==> config.mk <==
export PLATFORM = sky130hd
export DESIGN_NAME = framed_command_relay_controller_top
export DESIGN_NICKNAME = d
export VERILOG_FILES = /design/src/frcc_pkg.sv /design/src/frcc_frame_decode.sv /design/src/frcc_relay_state.sv /design/src/framed_command_relay_controller_top.sv
export SDC_FILE = /design/constraint.sdc
export NUM_CORES = 1
export LEC_CHECK = 0
export ABC_CLOCK_PERIOD_IN_PS = 8300
export BUFFER_PORTS_ARGS = -buffer_cell sky130_fd_sc_hd__buf_2
export CORE_MARGIN = 2
export CORE_UTILIZATION = 36
export CTS_CLUSTER_DIAMETER = 120
export DETAILED_ROUTE_END_ITERATION = 12
export SETUP_SLACK_MARGIN = 0.1
export SYNTH_ARGS = -nofsm -noshare
export SYNTH_HDL_FRONTEND = slang
export SYNTH_SLANG_ARGS = --single-unit
==> constraint.sdc <==
create_clock -name clock -period 8.3 [get_ports clock]
set_input_delay 0.415 -clock clock [delete_from_list [all_inputs] [get_ports clock]]
set_output_delay 0.415 -clock clock [all_outputs]
set_load 0.02 [all_outputs]
==> src/frcc_pkg.sv <==
// Shared types and constants for the framed command relay controller.
// Frame markers, command codes, register indexes, port widths and the decode bundle.
// No dependencies.
package frcc_pkg;

   localparam int REQ_TDATA_W = 48;
   localparam int RSP_TDATA_W = 8;
   localparam int CSR_DATA_W  = 16;
   localparam int TIMER_W     = 25;

   localparam logic [7:0] FRAME_HEADER = 8'hAA;
   localparam logic [7:0] FRAME_FOOTER = 8'h55;

   localparam logic [15:0] TICKS_PER_MINUTE_RESET = 16'd60000;
   localparam logic [7:0]  SETUP_EXTRA_RESET      = 8'd10;

   typedef enum logic [7:0] {
      CMD_UNLOCK     = 8'h01,
      CMD_LOCK       = 8'h02,
      CMD_PROJ_POWER = 8'h03,
      CMD_PROJ_ALT   = 8'h04,
      CMD_LIGHTS_ON  = 8'h05,
      CMD_LIGHTS_OFF = 8'h06,
      CMD_AIR_ON     = 8'h07,
      CMD_AIR_OFF    = 8'h08,
      CMD_SETUP      = 8'h10,
      CMD_SHUTDOWN   = 8'h11
   } cmd_code_type;

   typedef enum logic {
      CSR_TICKS_PER_MINUTE = 1'b0,
      CSR_SETUP_EXTRA      = 1'b1
   } csr_index_type;

   // Control bundle from frame decode to the relay state.
   typedef struct packed {
      logic frame_ok;
      logic door_set;
      logic door_clr;
      logic lights_set;
      logic lights_clr;
      logic air_set;
      logic air_clr;
      logic pulse;
      logic arm;
      logic add_extra;
      logic disarm;
      logic shutdown;
   } cmd_ctrl_type;

endpackage

==> src/frcc_frame_decode.sv <==
// Frame check and command decode for the framed command relay controller.
// Depends on frcc_pkg.
module frcc_frame_decode
   import frcc_pkg::*;
(
   input  logic [7:0]   header_byte,
   input  logic [7:0]   command_code,
   input  logic [7:0]   duration_minutes,
   input  logic [7:0]   check_byte,
   input  logic [7:0]   footer_byte,
   output cmd_ctrl_type ctrl
);

   logic frame_good;
   logic dur_nonzero;

   assign frame_good  = (header_byte == FRAME_HEADER) && (footer_byte == FRAME_FOOTER) &&
                        (check_byte == (header_byte ^ command_code ^ duration_minutes));
   assign dur_nonzero = (duration_minutes != 8'd0);

   always_comb begin
      cmd_ctrl_type c;
      c = '0;
      c.frame_ok = 1'b1;
      case (cmd_code_type'(command_code))
         CMD_UNLOCK: begin
            c.door_set = 1'b1;
            c.arm      = dur_nonzero;
         end
         CMD_LOCK: begin
            c.door_clr = 1'b1;
            c.disarm   = 1'b1;
         end
         CMD_PROJ_POWER, CMD_PROJ_ALT: c.pulse = 1'b1;
         CMD_LIGHTS_ON:  c.lights_set = 1'b1;
         CMD_LIGHTS_OFF: c.lights_clr = 1'b1;
         CMD_AIR_ON:     c.air_set = 1'b1;
         CMD_AIR_OFF:    c.air_clr = 1'b1;
         CMD_SETUP: begin
            c.door_set   = 1'b1;
            c.lights_set = 1'b1;
            c.air_set    = 1'b1;
            c.pulse      = 1'b1;
            c.arm        = dur_nonzero;
            c.add_extra  = 1'b1;
         end
         CMD_SHUTDOWN: begin
            c.shutdown = 1'b1;
            c.pulse    = 1'b1;
         end
         default: c.frame_ok = 1'b0;
      endcase
      // drop every action of a bad frame
      if (!frame_good || !c.frame_ok) begin
         c = '0;
      end
      ctrl = c;
   end

endmodule

==> src/frcc_relay_state.sv <==
// Relay state, auto-lock timer and configuration registers.
// Computes the result of one item and commits the new state on advance.
// Depends on frcc_pkg.
module frcc_relay_state
   import frcc_pkg::*;
(
   input  logic                   clock,
   input  logic                   reset,
   input  logic                   advance,
   input  logic                   item_kind,
   input  logic                   link_connected,
   input  logic [7:0]             duration_minutes,
   input  cmd_ctrl_type           ctrl,
   input  logic                   csr_write,
   input  logic                   csr_index,
   input  logic [CSR_DATA_W-1:0]  csr_data,
   output logic [RSP_TDATA_W-1:0] result
);

   logic               door_ff, door_in;
   logic               lights_ff, lights_in;
   logic               air_ff, air_in;
   logic               armed_ff, armed_in;
   logic [TIMER_W-1:0] ticks_ff, ticks_in;
   logic [15:0]        tpm_ff, tpm_in;
   logic [7:0]         extra_ff, extra_in;

   logic [8:0]         arm_minutes;
   logic [TIMER_W-1:0] arm_ticks;
   logic               pulse;
   logic               fired;
   logic               rsp_valid;
   logic               rsp_status;

   assign arm_minutes = ctrl.add_extra ? ({1'b0, duration_minutes} + {1'b0, extra_ff})
                                       : {1'b0, duration_minutes};
   assign arm_ticks   = {{(TIMER_W-9){1'b0}}, arm_minutes} * {{(TIMER_W-16){1'b0}}, tpm_ff};

   always_comb begin
      door_in    = door_ff;
      lights_in  = lights_ff;
      air_in     = air_ff;
      armed_in   = armed_ff;
      ticks_in   = ticks_ff;
      pulse      = 1'b0;
      fired      = 1'b0;
      rsp_valid  = 1'b0;
      rsp_status = 1'b0;
      if (item_kind) begin
         if (armed_ff) begin
            if (ticks_ff == '0) begin
               door_in   = 1'b0;
               lights_in = 1'b0;
               air_in    = 1'b0;
               armed_in  = 1'b0;
               pulse     = 1'b1;
               fired     = 1'b1;
            end else begin
               ticks_in = ticks_ff - 1'b1;
            end
         end
      end else begin
         if (ctrl.door_set)   door_in   = 1'b1;
         if (ctrl.door_clr)   door_in   = 1'b0;
         if (ctrl.lights_set) lights_in = 1'b1;
         if (ctrl.lights_clr) lights_in = 1'b0;
         if (ctrl.air_set)    air_in    = 1'b1;
         if (ctrl.air_clr)    air_in    = 1'b0;
         if (ctrl.disarm)     armed_in  = 1'b0;
         if (ctrl.arm) begin
            armed_in = 1'b1;
            ticks_in = arm_ticks;
         end
         if (ctrl.shutdown) begin
            door_in   = 1'b0;
            lights_in = 1'b0;
            air_in    = 1'b0;
            armed_in  = 1'b0;
            ticks_in  = '0;
         end
         pulse      = ctrl.pulse;
         rsp_valid  = link_connected;
         rsp_status = link_connected & ctrl.frame_ok;
      end
   end

   always_comb begin
      tpm_in   = tpm_ff;
      extra_in = extra_ff;
      if (csr_write) begin
         case (csr_index_type'(csr_index))
            CSR_TICKS_PER_MINUTE: tpm_in = csr_data;
            CSR_SETUP_EXTRA:      extra_in = csr_data[7:0];
            default: begin
               tpm_in   = tpm_ff;
               extra_in = extra_ff;
            end
         endcase
      end
   end

   always_ff @(posedge clock) begin
      if (reset) begin
         door_ff   <= 1'b0;
         lights_ff <= 1'b0;
         air_ff    <= 1'b0;
         armed_ff  <= 1'b0;
         ticks_ff  <= '0;
         tpm_ff    <= TICKS_PER_MINUTE_RESET;
         extra_ff  <= SETUP_EXTRA_RESET;
      end else begin
         if (advance) begin
            door_ff   <= door_in;
            lights_ff <= lights_in;
            air_ff    <= air_in;
            armed_ff  <= armed_in;
            ticks_ff  <= ticks_in;
         end
         tpm_ff   <= tpm_in;
         extra_ff <= extra_in;
      end
   end

   assign result = {1'b0, fired, rsp_status, rsp_valid, pulse, air_in, lights_in, door_in};

endmodule

==> src/framed_command_relay_controller_top.sv <==
// Top level of the framed command relay controller: input register, result register
// and stream handshakes. Depends on frcc_pkg, frcc_frame_decode, frcc_relay_state.
//
// The block takes one item (a five-byte command frame or a timer tick) per clock cycle
// unless stalled, and returns exactly one result per item, in order. An input register
// feeds the frame check, command decode and relay/timer update, which write a result
// register; the input side keeps accepting while a finished result waits, and stalls
// only when both registers are full. The auto-lock timer counts ticks; an unlock or
// setup with a nonzero duration loads it with minutes (plus setup_extra for a setup)
// times ticks_per_minute (25 bits). Write configuration only while idle.
module framed_command_relay_controller_top
   import frcc_pkg::*;
(
   input  logic                   clock,
   input  logic                   reset,
   // req_tdata, lowest bit up: header_byte[7:0], command_code[15:8],
   // duration_minutes[23:16], check_byte[31:24], footer_byte[39:32],
   // link_connected[40], zero fill [47:41]
   input  logic                   req_tvalid,
   output logic                   req_tready,
   input  logic [REQ_TDATA_W-1:0] req_tdata,
   input  logic                   req_tuser,   // kind: 0 frame, 1 tick
   // rsp_tdata, lowest bit up: door_unlocked, lights_on, aircon_on, projector_pulse,
   // response_valid, response_status, auto_lock_fired, zero fill [7]
   output logic                   rsp_tvalid,
   input  logic                   rsp_tready,
   output logic [RSP_TDATA_W-1:0] rsp_tdata,
   input  logic                   csr_valid,
   output logic                   csr_ready,
   input  logic                   csr_index,
   input  logic [CSR_DATA_W-1:0]  csr_data
);

   logic                   in_valid_ff, in_valid_in;
   logic                   in_kind_ff, in_kind_in;
   logic [40:0]            in_data_ff, in_data_in;
   logic                   out_valid_ff, out_valid_in;
   logic [RSP_TDATA_W-1:0] out_data_ff, out_data_in;

   logic                   advance;
   logic                   req_take;
   cmd_ctrl_type           ctrl;
   logic [RSP_TDATA_W-1:0] result;

   assign advance    = in_valid_ff && (!out_valid_ff || rsp_tready);
   assign req_tready = !in_valid_ff || advance;
   assign req_take   = req_tvalid && req_tready;
   assign csr_ready  = 1'b1;

   frcc_frame_decode u_decode (
      .header_byte      (in_data_ff[7:0]),
      .command_code     (in_data_ff[15:8]),
      .duration_minutes (in_data_ff[23:16]),
      .check_byte       (in_data_ff[31:24]),
      .footer_byte      (in_data_ff[39:32]),
      .ctrl             (ctrl)
   );

   frcc_relay_state u_state (
      .clock            (clock),
      .reset            (reset),
      .advance          (advance),
      .item_kind        (in_kind_ff),
      .link_connected   (in_data_ff[40]),
      .duration_minutes (in_data_ff[23:16]),
      .ctrl             (ctrl),
      .csr_write        (csr_valid && csr_ready),
      .csr_index        (csr_index),
      .csr_data         (csr_data),
      .result           (result)
   );

   always_comb begin
      in_valid_in  = in_valid_ff;
      in_kind_in   = in_kind_ff;
      in_data_in   = in_data_ff;
      out_valid_in = out_valid_ff;
      out_data_in  = out_data_ff;
      if (req_take) begin
         in_valid_in = 1'b1;
         in_kind_in  = req_tuser;
         in_data_in  = req_tdata[40:0];
      end else if (advance) begin
         in_valid_in = 1'b0;
      end
      // hold the result until its transfer completes
      if (advance) begin
         out_valid_in = 1'b1;
         out_data_in  = result;
      end else if (rsp_tready) begin
         out_valid_in = 1'b0;
      end
   end

   always_ff @(posedge clock) begin
      if (reset) begin
         in_valid_ff  <= 1'b0;
         out_valid_ff <= 1'b0;
      end else begin
         in_valid_ff  <= in_valid_in;
         out_valid_ff <= out_valid_in;
      end
      in_kind_ff  <= in_kind_in;
      in_data_ff  <= in_data_in;
      out_data_ff <= out_data_in;
   end

   assign rsp_tvalid = out_valid_ff;
   assign rsp_tdata  = out_data_ff;

endmodule
==> flow_summary_export.csv <==
group,metric,value,unit
global_routing,first_global_vias,7724,
final_layout,finalInstanceArea,10800,sq um
power,p_int,1284,uW
global_routing,antenna_found_initial,0,
timing,maxClockFrequency,0.1347,GHz
placement,io_buffers,72,
final_layout,drive_above_1_share,11.08,%
timing,setup_tns,0,ns
worst_hold_path,hold_path_class,"in -> reg",
cts,clkSinkCount,104,
yosys,synth_xor_area_share,3.822,%
die,ios,82,
critical_path,cp-start-kind,"register",
routing,viasPerCell,5.071,
power,pwr_density_cell,202.3,nW/um^2
routing,final_antenna_net_count,0,
final_layout,utilization,40.07,%
power,p_clk_share,21.1,%
global_routing,track_usage,16.18,%
timing,maxSlewHeadroom,32.46,%
power,swShare,41.24,%
routing,wl_per_cell,14.94,microns
timing,tightest_slew,1.013,ns
power,p_total,2185,uW
timing,setup_viol,0,
die,rows,60,
yosys,synthAdderAreaFrac,27.17,%
placement,place_ws,0.9304,ns
global_routing,grt_overflow,0,
routing,routed_wl,22.34,mm
final_layout,num-nets-final,1375,
die,coreArea,26950,sq um
cts,clk_path_buf_depth,2,
die,die_area,28710,sq um
timing,hold_viol,0,
final_layout,n_antenna_cell,0,
yosys,yosys.area_share.simple,20.98,%
placement,dpl_cell_area,10470,sq um
run,maxCapViolations,0,
routing,drc,0,
yosys,synth_compound_gate_area_share,13.14,%
power,leakagePower,0.004798,uW
cts,cts_tree,"done",
cts,postCtsResizedCells,0,
critical_path,path_class,"reg -> reg",
yosys,syn_area,9853,sq um
cts,hold_buffers,0,
die,die_y,169.4,microns
routing,via_count,7586,
power,seqPwrFrac,27.4,%
cts,worstSkewPairLatency,0.36,ns
yosys,synth_top_family_by_area,"adder cells",
routing,first_iter_violations,382,
timing,fin_ws,0.8734,ns
critical_path,cp.arrival,7.65,ns
placement,place_hpwl,17.42,mm
timing,rsz0062_at_grt,"false",
critical_path,worstPathMaxFanout,16,
yosys,synthesis.instances,1111,
timing,slew_viol_final,0,
critical_path,required,8.52,ns
yosys,yosys_warnings,0,
placement,place.gp.congestion,0.7863,
yosys,synth_fp_nets,1336,
cts,root_buffer,"clkbuf_16",
cts,cts_made_buffers,9,
power,vdd_ir_drop_max,0.1247,mV
final_layout,synthToLayoutAreaGrowth,9.613,%
yosys,synthArstFlopShare,0,%
timing,fin_worst_skew,0.01238,ns
yosys,synth_area_per_cell,8.869,sq um
yosys,muxShareOfSynthArea,0.3556,%
cts,cts_setup_buffers,0,
global_routing,grt_max_degree,45,
yosys,synthFlopType,"dfxtp_1",
timing,period_minus_slack,7.427,ns
cts,clkTransAtPathRegs,0.08,ns
yosys,ys_ff_latch,104,
yosys,seq_area_frac_synth,26.11,%
critical_path,endpoint_kind,"register",
yosys,synth_edf_count,49,
die,initial_core_util,36.56,%
die,fp.dieW,169.4,microns
global_routing,grt_pass1_wl,37.85,mm
yosys,ys_types,81,
timing,period_share,89.48,%
outcome,status,"completed",
routing,dr.pass1.iters,5,
power,comb_power_share,51.6,%
cts,ctsHtreeMaxLevel,3,
power,switchingPower,901.0,uW
-- placed cells by master (no fill, tap or decap), types with 3 or more instances in the layout --
master,Yosys,final
inv_1,151,151
buf_4,4,11
a21oi_2,4,4
a31o_2,4,4
and2_1,24,23
clkbuf_16,0,11
o21ai_0,40,40
a21oi_1,69,69
nand3_1,20,20
a21o_1,12,12
and3_1,4,4
o21ai_1,4,4
ha_1,54,54
a211oi_1,3,3
a31oi_1,9,9
xor2_1,10,10
fa_1,100,100
a32oi_1,4,4
nand2b_1,18,18
buf_2,9,72
nor2_1,48,48
nand2_1,144,144
nor4_1,7,7
a22oi_1,3,3
dfxtp_1,55,55
or3_1,4,4
and2b_1,9,9
xnor2_1,33,33
nand4_1,9,9
o22ai_1,4,4
nor3_1,25,25
o211ai_1,4,4
nor2b_1,66,66
o32ai_1,5,5
o21a_1,4,4
edfxtp_1,49,49
-- registers in the layout, summed over array words and instances (netlist names) --
signal / flops
in_valid_ff: 1
u_state.extra_ff: 8
u_state.lights_ff: 1
u_state.air_ff: 1
u_state.tpm_ff: 16
in_kind_ff: 1
rsp_tvalid: 1
in_data_ff: 41
rsp_tdata: 7
u_state.armed_ff: 1
u_state.door_ff: 1
u_state.ticks_ff: 25
-- per-stage QoR --
stage	hold WS, ns	cells
2_1_floorplan	0.4363	1111
3_3_place_gp	0.4454	1480
3_5_place_dp	0.4520	1480
4_1_cts	0.2073	1496
5_1_grt	0.2095	1496
6_report	0.2206	1496
-- worst max-delay path, stage by stage, from the launching register on --
cell and delay [ns]:
edfxtp_1 0.56, xnor2_1 0.31, xnor2_1 0.15, nand4_1 0.20, nor4_2 0.49, nand3_2 0.41
nor3_1 0.34, a21oi_2 0.06, buf_4 0.21, nand2b_1 0.18, fa_1 0.52, fa_1 0.55
inv_1 0.05, fa_1 0.47, inv_1 0.04, fa_1 0.47, inv_1 0.04, ha_1 0.33
and2_1 0.19, a2111oi_0 0.59, a21oi_1 0.14, or2_2 0.32, or4_1 0.41, nand4_1 0.11
a21o_1 0.11, a21oi_1 0.05
-- per-layer routing --
| layer | share of wire, % | GRT usage (%) | routed length, microns |
|---|---|---|---|
| met2 | 47 | 27.52 | 10410 |
| met3 | 3.4 | 1.889 | 769 |
| met5 | 0 | 0 | 0 |
| met4 | 0.97 | 3.344 | 216 |
| met1 | 49 | 22.28 | 10940 |
-- logic make-up after synthesis --
logic type      Yosys count
compound gates          199
buf+inv                 206
mux                       3
simple gates            400
flops                   104
fa+ha+maj               154
other cells               2
xor+xnor                 43
-- Yosys cell counts (3+ instances only) --
| master | n | area, sq um |
|---|---|---|
| a211oi_1 | 3 | 22.52 |
| a21o_1 | 12 | 90.09 |
| a21oi_1 | 69 | 345.3 |
| a21oi_2 | 4 | 35.03 |
| a22oi_1 | 3 | 22.52 |
| a31o_2 | 4 | 35.03 |
| a31oi_1 | 9 | 56.30 |
| a32oi_1 | 4 | 35.03 |
| and2_1 | 24 | 150.1 |
| and2b_1 | 9 | 67.56 |
| and3_1 | 4 | 25.02 |
| buf_1 | 10 | 37.54 |
| buf_2 | 9 | 45.04 |
| buf_4 | 4 | 30.03 |
| buf_6 | 3 | 33.78 |
| clkbuf_1 | 29 | 108.9 |
| dfxtp_1 | 55 | 1101 |
| edfxtp_1 | 49 | 1471 |
| fa_1 | 100 | 2002 |
| ha_1 | 54 | 675.7 |
| inv_1 | 151 | 566.8 |
| nand2_1 | 144 | 540.5 |
| nand2b_1 | 18 | 112.6 |
| nand3_1 | 20 | 100.1 |
| nand4_1 | 9 | 56.30 |
| nor2_1 | 48 | 180.2 |
| nor2b_1 | 66 | 412.9 |
| nor3_1 | 25 | 125.1 |
| nor4_1 | 7 | 43.79 |
| o211ai_1 | 4 | 30.03 |
| o21a_1 | 4 | 30.03 |
| o21ai_0 | 40 | 200.2 |
| o21ai_1 | 4 | 20.02 |
| o22ai_1 | 4 | 25.02 |
| o32ai_1 | 5 | 43.79 |
| or3_1 | 4 | 25.02 |
| xnor2_1 | 33 | 289.0 |
| xor2_1 | 10 | 87.58 |
-- layout make-up --
| cell class | count | area [sq um] |
|---|---|---|
| fill | 2722 | 16150 |
| tap | 341 | 426.7 |
| inverter | 151 | 566.8 |
| clock inverter | 5 | 56.30 |
| sequential | 104 | 2572 |
| multi-input combinational | 801 | 6460 |
| clock buffer | 11 | 275.3 |
| timing repair buffer | 83 | 442.9 |
-- worst paths after layout --
check                      start              endpoint  slack [ns]  depth (start not counted)
min reg2reg  u_state.extra_ff[0]   u_state.extra_ff[0]        0.46                          2
min                    req_tuser            in_kind_ff        0.22                          1
max               in_data_ff[12]  u_state.ticks_ff[17]        0.87                         25
max reg2reg       in_data_ff[12]  u_state.ticks_ff[17]        0.87                         25
-- power by group through the flow --
stage	registers, uW	clock network, uW	logic, uW
3_3_place_gp	609	0	1110
3_5_place_dp	610	0	1130
6_report	598	460	1130
5_1_grt	603	492	1300
4_1_cts	598	473	1130
2_1_floorplan	592	0	898
No activity file was read; power rests on OpenSTA's default activity.
